--- src/design/sgfg_pkg.sv ---
package sgfg_pkg;

    localparam int MATRIX_SIZE = 8;
    localparam int RING_COLS   = 2 * MATRIX_SIZE;
    localparam int CELL_BITS   = MATRIX_SIZE * MATRIX_SIZE;
    localparam int STEP_W      = $clog2(MATRIX_SIZE);
    localparam int CFG_IDX_W   = 8;
    localparam int CFG_DATA_W  = 8;

    typedef logic [CELL_BITS-1:0] t_cells;
    typedef logic [RING_COLS-1:0] t_ring_row;
    typedef logic [STEP_W-1:0]    t_step;
    typedef logic [1:0]           t_turns;

    typedef enum logic [CFG_IDX_W-1:0] {
        REG_SCROLL_DIRECTION  = 8'd0,
        REG_GLYPH_ORIENTATION = 8'd1
    } t_reg_index;

    typedef struct packed {
        logic   load;
        t_cells cells;
    } t_glyph_load;

    typedef struct packed {
        logic free;
    } t_emit_status;

    // One clockwise quarter turn: new[i][j] = old[7-j][i].
    function automatic t_cells rotate_cw(input t_cells m);
        t_cells o;
        o = '0;
        for (int i = 0; i < MATRIX_SIZE; i++) begin
            for (int j = 0; j < MATRIX_SIZE; j++) begin
                o[i*MATRIX_SIZE + j] = m[(MATRIX_SIZE-1-j)*MATRIX_SIZE + i];
            end
        end
        return o;
    endfunction

    function automatic t_cells rotate_n(input t_cells m, input t_turns n);
        t_cells o;
        case (n)
            2'd0:    o = m;
            2'd1:    o = rotate_cw(m);
            2'd2:    o = rotate_cw(rotate_cw(m));
            2'd3:    o = rotate_cw(rotate_cw(rotate_cw(m)));
            default: o = m;
        endcase
        return o;
    endfunction

    function automatic t_turns orient_turns(input logic [1:0] orient);
        t_turns t;
        case (orient)
            2'd0:    t = 2'd3;
            2'd1:    t = 2'd0;
            2'd2:    t = 2'd1;
            2'd3:    t = 2'd2;
            default: t = 2'd0;
        endcase
        return t;
    endfunction

    function automatic t_turns dir_turns(input logic [1:0] dir);
        t_turns t;
        case (dir)
            2'd0:    t = 2'd0;
            2'd1:    t = 2'd2;
            2'd2:    t = 2'd3;
            2'd3:    t = 2'd1;
            default: t = 2'd0;
        endcase
        return t;
    endfunction

endpackage

--- src/design/sgfg_emitter.sv ---
module sgfg_emitter import sgfg_pkg::*; (
    input  logic         i_clk,
    input  logic         i_rst_n,
    input  t_glyph_load  i_glyph,
    input  logic [1:0]   i_scroll_direction,
    output t_emit_status o_status,
    output logic         o_out_valid,
    input  logic         i_out_stall,
    output logic [63:0]  o_frame_bits,
    output logic [2:0]   o_scroll_step,
    output logic         o_last_frame
);

    localparam t_step LAST_STEP = t_step'(MATRIX_SIZE - 1);

    t_ring_row r_ring [MATRIX_SIZE];
    logic      r_busy;
    logic      r_half;
    t_step     r_step;
    logic      r_out_valid;
    t_cells    r_frame;
    t_step     r_out_step;
    logic      r_out_last;

    logic      can_adv;
    logic      finishing;
    logic      ld_half;
    logic [3:0] start;
    t_cells    window;
    t_cells    n_frame;

    assign can_adv   = !r_out_valid || !i_out_stall;
    assign finishing = r_busy && (r_step == LAST_STEP) && can_adv;
    assign o_status.free = !r_busy || finishing;
    assign ld_half   = r_busy ? ~r_half : r_half;
    assign start     = {r_half, r_step};

    always_comb begin
        logic [2*RING_COLS-1:0] doubled;
        logic [2*RING_COLS-1:0] shifted;
        window = '0;
        for (int r = 0; r < MATRIX_SIZE; r++) begin
            doubled = {r_ring[r], r_ring[r]};
            shifted = doubled >> start;
            window[r*MATRIX_SIZE +: MATRIX_SIZE] = shifted[MATRIX_SIZE-1:0];
        end
        n_frame = rotate_n(window, dir_turns(i_scroll_direction));
    end

    always_ff @(posedge i_clk) begin
        if (!i_rst_n) begin
            for (int r = 0; r < MATRIX_SIZE; r++) begin
                r_ring[r] <= '0;
            end
            r_busy      <= 1'b0;
            r_half      <= 1'b0;
            r_step      <= '0;
            r_out_valid <= 1'b0;
        end else begin
            if (can_adv) begin
                r_out_valid <= r_busy;
                if (r_busy) begin
                    r_step <= r_step + t_step'(1);
                end
            end
            if (finishing) begin
                r_half <= ~r_half;
                r_busy <= 1'b0;
            end
            if (i_glyph.load) begin
                r_busy <= 1'b1;
                r_step <= '0;
                for (int r = 0; r < MATRIX_SIZE; r++) begin
                    if (ld_half) begin
                        r_ring[r][MATRIX_SIZE-1:0] <=
                            i_glyph.cells[r*MATRIX_SIZE +: MATRIX_SIZE];
                    end else begin
                        r_ring[r][RING_COLS-1:MATRIX_SIZE] <=
                            i_glyph.cells[r*MATRIX_SIZE +: MATRIX_SIZE];
                    end
                end
            end
        end
    end

    always_ff @(posedge i_clk) begin
        if (can_adv && r_busy) begin
            r_frame    <= n_frame;
            r_out_step <= r_step;
            r_out_last <= (r_step == LAST_STEP);
        end
    end

    assign o_out_valid   = r_out_valid;
    assign o_frame_bits  = r_frame;
    assign o_scroll_step = r_out_step;
    assign o_last_frame  = r_out_last;

endmodule

--- src/design/scrolling_glyph_frame_generator.sv ---
// Channel   Direction  Handshake              Payload
// input     in         i_in_valid/o_in_stall  i_glyph_rows
// output    out        o_out_valid/i_out_stall o_frame_bits, o_scroll_step, o_last_frame
// config    in         i_cfg_valid/o_cfg_ready i_cfg_index, i_cfg_data
//
// Each glyph yields eight frames, one per cycle while i_out_stall is low, as the
// output register issues one window per cycle unless the output is stalled.
// A glyph held in the input register loads into the ring as the last frame of
// the previous glyph is issued, so frames of consecutive glyphs follow with no gap.
// Reset is synchronous and clears the ring to blank and the window start to zero.
// An output stall freezes frame generation; the input register still takes one transfer.
module scrolling_glyph_frame_generator import sgfg_pkg::*; (
    input  logic                  i_clk,
    input  logic                  i_rst_n,
    input  logic                  i_in_valid,
    output logic                  o_in_stall,
    input  logic [63:0]           i_glyph_rows,
    output logic                  o_out_valid,
    input  logic                  i_out_stall,
    output logic [63:0]           o_frame_bits,
    output logic [2:0]            o_scroll_step,
    output logic                  o_last_frame,
    input  logic                  i_cfg_valid,
    output logic                  o_cfg_ready,
    input  logic [CFG_IDX_W-1:0]  i_cfg_index,
    input  logic [CFG_DATA_W-1:0] i_cfg_data
);

    logic [1:0]   r_dir;
    logic [1:0]   r_orient;
    logic         r_in_valid;
    t_cells       r_glyph;
    t_cells       unpacked;
    t_glyph_load  glyph_load;
    t_emit_status status;
    logic         in_accept;

    assign o_cfg_ready = 1'b1;
    assign o_in_stall  = r_in_valid && !status.free;
    assign in_accept   = i_in_valid && !o_in_stall;

    always_comb begin
        unpacked = '0;
        for (int k = 0; k < MATRIX_SIZE; k++) begin
            for (int t = 0; t < MATRIX_SIZE; t++) begin
                unpacked[k*MATRIX_SIZE + t] = i_glyph_rows[k*MATRIX_SIZE + (MATRIX_SIZE-1-t)];
            end
        end
    end

    always_ff @(posedge i_clk) begin
        if (!i_rst_n) begin
            r_dir      <= '0;
            r_orient   <= '0;
            r_in_valid <= 1'b0;
        end else begin
            if (i_cfg_valid && o_cfg_ready) begin
                case (i_cfg_index)
                    REG_SCROLL_DIRECTION:  r_dir    <= i_cfg_data[1:0];
                    REG_GLYPH_ORIENTATION: r_orient <= i_cfg_data[1:0];
                    default: ;
                endcase
            end
            if (in_accept) begin
                r_in_valid <= 1'b1;
            end else if (glyph_load.load) begin
                r_in_valid <= 1'b0;
            end
        end
    end

    always_ff @(posedge i_clk) begin
        if (in_accept) begin
            r_glyph <= rotate_n(unpacked, orient_turns(r_orient));
        end
    end

    assign glyph_load.load  = r_in_valid && status.free;
    assign glyph_load.cells = r_glyph;

    sgfg_emitter u_emitter (
        .i_clk              (i_clk),
        .i_rst_n            (i_rst_n),
        .i_glyph            (glyph_load),
        .i_scroll_direction (r_dir),
        .o_status           (status),
        .o_out_valid        (o_out_valid),
        .i_out_stall        (i_out_stall),
        .o_frame_bits       (o_frame_bits),
        .o_scroll_step      (o_scroll_step),
        .o_last_frame       (o_last_frame)
    );

endmodule

--- config.mk ---
export PLATFORM = sky130hd
export DESIGN_NAME = scrolling_glyph_frame_generator
export DESIGN_NICKNAME = d
export VERILOG_FILES = /design/src/design/sgfg_pkg.sv /design/src/design/sgfg_emitter.sv /design/src/design/scrolling_glyph_frame_generator.sv
export SDC_FILE = /design/constraint.sdc
export NUM_CORES = 1
export LEC_CHECK = 0
export BUFFER_PORTS_ARGS = -buffer_cell sky130_fd_sc_hd__buf_2
export CAP_MARGIN = 20
export CORE_MARGIN = 2
export CORE_UTILIZATION = 45
export CTS_BUF_LIST = sky130_fd_sc_hd__clkbuf_8
export DETAILED_ROUTE_END_ITERATION = 8
export PLACE_DENSITY = 0.69
export SLEW_MARGIN = 20
export SYNTH_ARGS = -nofsm -noshare
export SYNTH_HDL_FRONTEND = slang
export SYNTH_HIERARCHICAL = 1
export SYNTH_SLANG_ARGS = --single-unit
--- constraint.sdc ---
create_clock -name i_clk -period 15.3 [get_ports i_clk]
set_input_delay 3.825 -clock i_clk [delete_from_list [all_inputs] [get_ports i_clk]]
set_output_delay 3.825 -clock i_clk [all_outputs]
set_load 0.005 [all_outputs]
==> results.txt <==
----------------------------------------------------
[Status]
  Outcome ... complete, no violations

[STA]
  Final period utilization ... 0.6013
  Number of failing hold endpoints at the final stage ... 0
  Actual transition at the worst max-transition pin ... 1.187 ns
  Clock period minus worst slack ... 9.200 ns
  Endpoints failing setup ... 0
  RSZ-0062 raised after global routing ... false
  Final Skew ... approximately 0.029 ns
  Pins Over Slew Limit ... 0
  FMAX ... 0.1087 GHz
  Smallest hold slack ... 0.5339 ns
  Post-Route Setup TNS ... 0 ns
  Slew HR ... 0.2070

[Layout]
  Final std cells w/o fill ... 1,844
  Number of antenna cells inserted ... 0
  Most frequent standard cell in the layout excluding fill and tap cells ... sky130_fd_sc_hd__edfxtp_1
  Fraction of final layout cells sized beyond drive strength 1 ... 0.3233
  P&R area growth vs syn ... 10.32%
  Number of fill cells in the layout ... between 3,000 and 4,000
  Highest-count cells in the layout ignoring fill and taps ... 260 x sky130_fd_sc_hd__edfxtp_1, 200 x sky130_fd_sc_hd__mux2i_1, 148 x sky130_fd_sc_hd__mux4_2, 148 x sky130_fd_sc_hd__buf_2, 116 x sky130_fd_sc_hd__and2_1
  Final Net Count ... about 1,400
  Post-route cell area ... 0.01881 sq mm

[Die]
  Boundary pin count ... 156
  Initial standard-cell utilization of the core ... 0.4548
  Die area ... 0.03947 sq mm
  FP Rows ... 71
  Width of the die ... 198.7 microns
  Standard cell core area ... 0.03749 sq mm
  Die Y ... around 200 microns

[Clock network]
  CTS H-tree lvls ... 2
  Total setup buffers inserted after CTS ... 0
  Post-cts repair resize count ... 0
  Inserted Clock Buffers ... 46
  TritonCTS clock tree ... done
  CTS Root Buffer Type ... sky130_fd_sc_hd__clkbuf_8
  Number of clock sinks seen by CTS ... 271
  Clk_lat worst skew ... 0.61 ns
  Hold Buf Count CTS ... 0
  Clock input transition at the sequential cells of the worst setup and hold paths ... ~0.06 ns
  Maximum root-to-sink buffer count ... 3

[Placement]
  Placed wire-length estimate ... about 32,000 microns
  IO Port Bufs ... 148
  Placed Cells incl. Taps ... 1,761
  RePlAce Congestion ... slightly above 0.9
  Placed Instance Area ... 0.01799 sq mm

[Synthesis]
  Simple-gate share of the synthesized area ... 0.08006
  XOR/XNOR share of the synthesized area ... 0.002055
  Count of different cell masters after synthesis ... 63
  Post-Syn Area per Cell ... 14.34 sq um
  Flop and latch count out of synthesis ... 271
  Async set or reset register ratio after synthesis ... 0
  Number of enable flip-flop cells after synthesis ... 260
  Multiplexer share of the synthesized area ... 0.3327
  Sequential cell area fraction in the yosys report ... 0.4708
  Compound-cell area share of the yosys netlist ... 0.07330
  Synth warn ... 6
  Post-Synth Adder-Cell Area ... 0.001468
  Netlist area before placement ... approximately 0.017 sq mm
  Dominant combinational cell family by area after synthesis ... multiplexers
  Dominant synthesized flop cell ... sky130_fd_sc_hd__edfxtp_1
  Synthesized net count ... 1,276
  Count of mapped cells out of synthesis ... 1,189

[Setup path]
  Setup crit end kind ... primary output
  Required arrival time at the worst endpoint ... 11.48 ns
  Origin of the critical flop-to-flop path ... u_emitter/r_step[1]
  Data arrival, critical path ... 5.38 ns
  Depth of the most critical reg-to-reg path ... 7
  End of the worst register-to-register path ... u_emitter/o_frame_bits[19]
  Worst setup SP type ... primary input
  Worst Path Class, Setup ... in -> out
  Internal reg-to-reg setup slack ... 11.00 ns
  CP max FO ... 72

[Global route]
  Overall fraction of global-route tracks in use ... 0.2248
  Number of global-route vias before repair ... roughly 11,000
  Global-route wire length before repair ... 66,870 microns
  Gr ovfl total ... 0
  Largest net degree at the start of global routing ... 79
  Number of antenna violations at the first check in global routing ... 0

[Flow run]
  Max-cap violation count ... 0

[Detailed routing]
  Post-DR wirelength/cell ... between 20 and 25 microns
  Routed Wire Length ... roughly 44,000 microns
  Antenna viol nets, final ... 0
  Count of vias placed by the detailed router ... roughly 11,000
  Drt initial violations ... 1,399
  DRC viols ... 0
  DRT Pass-1 Iters ... 8
  Post-DR vias/cell ... 6.209

[Pwr]
  Power Total ... 1.725 mW
  Leakage Power ... around 6.5 nW
  Worst ir drop on vdd ... 0.05511 mV
  Pwr/cell area ... 91.68 mW/mm^2

[Worst hold path]
  Startpoint of the lowest-slack hold path ... r_glyph[0]
  Class of the tightest hold or removal check ... reg -> reg
  Hold-critical path depth ... 1
  Worst hold path endpoint ... u_emitter/r_ring[0][0]

----------------------------------------------------
## final cells by class
| class | count | area, sq um | area share |
|---|---|---|---|
| clock buffer | 46 | 633.1 | 0.03365 |
| clock inverter | 37 | 188.9 | 0.01004 |
| inverter | 3 | 11.26 | 0.0005986 |
| multi-input combinational | 807 | 8396 | 0.4463 |
| sequential | 271 | 8045 | 0.4277 |
| tap | 511 | 639.4 | 0.03399 |
| timing repair buffer | 169 | 898.4 | 0.04776 |
## cells by family (layout without fill, tap and decap cells)
logic type	Yosys count	count (layout)
compound gates	171	171
simple gates	251	251
buf+inv	111	255
mux	378	378
flops	271	271
other cells	1	1
fa+ha+maj	2	2
xor+xnor	4	4
## sequential cells by signal (all words and copies together), names as in the netlist
name	cells
r_glyph	64
u_emitter/o_out_valid	1
u_emitter/o_last_frame	1
u_emitter/o_frame_bits	64
u_emitter/r_half	1
u_emitter/r_ring	128
r_in_valid	1
u_emitter/r_busy	1
r_orient	2
u_emitter/o_scroll_step	3
u_emitter/r_step	3
r_dir	2
## layer usage
metal	part of all wire	vias to the layer above	GRT usage	wire (microns)
li1	-	5062	-	-
met1	0.47	5714	0.3566	20590
met2	0.42	614	0.3108	18300
met3	0.098	60	0.05358	4316
met4	0.016	0	0.04837	703
met5	0	-	0	0
## power breakdown
part	internal [mW]	total (mW)	switching, mW	leakage, nW
clock	0.286	0.580	0.294	0.464
combinational	0.106	0.243	0.137	3.31
sequential	0.869	0.902	0.0329	2.69
total	1.26	1.72	0.464	6.47
## worst max-delay path by stage
| stage | start | end | cells after the start |
|---|---|---|---|
| after floorplan | i_out_stall | o_in_stall | 4 |
| after global routing | i_out_stall | o_in_stall | 7 |
| after CTS | i_out_stall | o_in_stall | 7 |
| after detailed placement | i_out_stall | o_in_stall | 7 |
| after global placement | i_out_stall | o_in_stall | 7 |
| final | i_out_stall | o_in_stall | 7 |
## critical path, stage by stage
cell	delay [ns]
sky130_fd_sc_hd__buf_2	0.12
sky130_fd_sc_hd__a21boi_4	0.14
sky130_fd_sc_hd__buf_4	0.66
sky130_fd_sc_hd__nand2_1	0.25
sky130_fd_sc_hd__nand2_1	0.14
sky130_fd_sc_hd__nor2b_1	0.09
sky130_fd_sc_hd__buf_2	0.14
## synthesized netlist by cell type, types with 3 or more instances
master,n,area (sq um)
sky130_fd_sc_hd__and3_1,4,25.02
sky130_fd_sc_hd__mux2_2,29,326.6
sky130_fd_sc_hd__o21a_1,3,22.52
sky130_fd_sc_hd__a22oi_1,30,225.2
sky130_fd_sc_hd__a221oi_1,12,105.1
sky130_fd_sc_hd__dfxtp_1,11,220.2
sky130_fd_sc_hd__nand2_1,43,161.4
sky130_fd_sc_hd__nand3_1,4,20.02
sky130_fd_sc_hd__or2_2,3,18.77
sky130_fd_sc_hd__o22ai_1,63,394.1
sky130_fd_sc_hd__a22o_1,5,43.79
sky130_fd_sc_hd__xnor2_1,3,26.28
sky130_fd_sc_hd__edfxtp_1,260,7807
sky130_fd_sc_hd__nand2b_1,7,43.79
sky130_fd_sc_hd__a21oi_1,8,40.04
sky130_fd_sc_hd__buf_4,19,142.6
sky130_fd_sc_hd__a32oi_1,6,52.55
sky130_fd_sc_hd__buf_6,4,45.04
sky130_fd_sc_hd__and2_1,116,725.7
sky130_fd_sc_hd__clkbuf_1,46,172.7
sky130_fd_sc_hd__nor2b_1,9,56.30
sky130_fd_sc_hd__a211oi_1,11,82.58
sky130_fd_sc_hd__buf_2,27,135.1
sky130_fd_sc_hd__o21ai_0,9,45.04
sky130_fd_sc_hd__buf_1,4,15.01
sky130_fd_sc_hd__mux2i_1,200,2002
sky130_fd_sc_hd__mux4_2,148,3333
sky130_fd_sc_hd__o211ai_1,5,37.54
sky130_fd_sc_hd__nor3_1,16,80.08
sky130_fd_sc_hd__buf_12,6,120.1
sky130_fd_sc_hd__nor2_1,36,135.1
## stage by stage
| stage | setup slack (ns) | util |
|---|---|---|
| final | 6.100 | 0.5018 |
| after floorplan | 3.393 | - |
| after global routing | 5.878 | 0.5018 |
| after CTS | 6.040 | 0.5018 |
| after detailed placement | 6.049 | 0.4799 |
| after global placement | 6.095 | 0.4799 |
No activity file was read; power rests on OpenSTA's default activity.
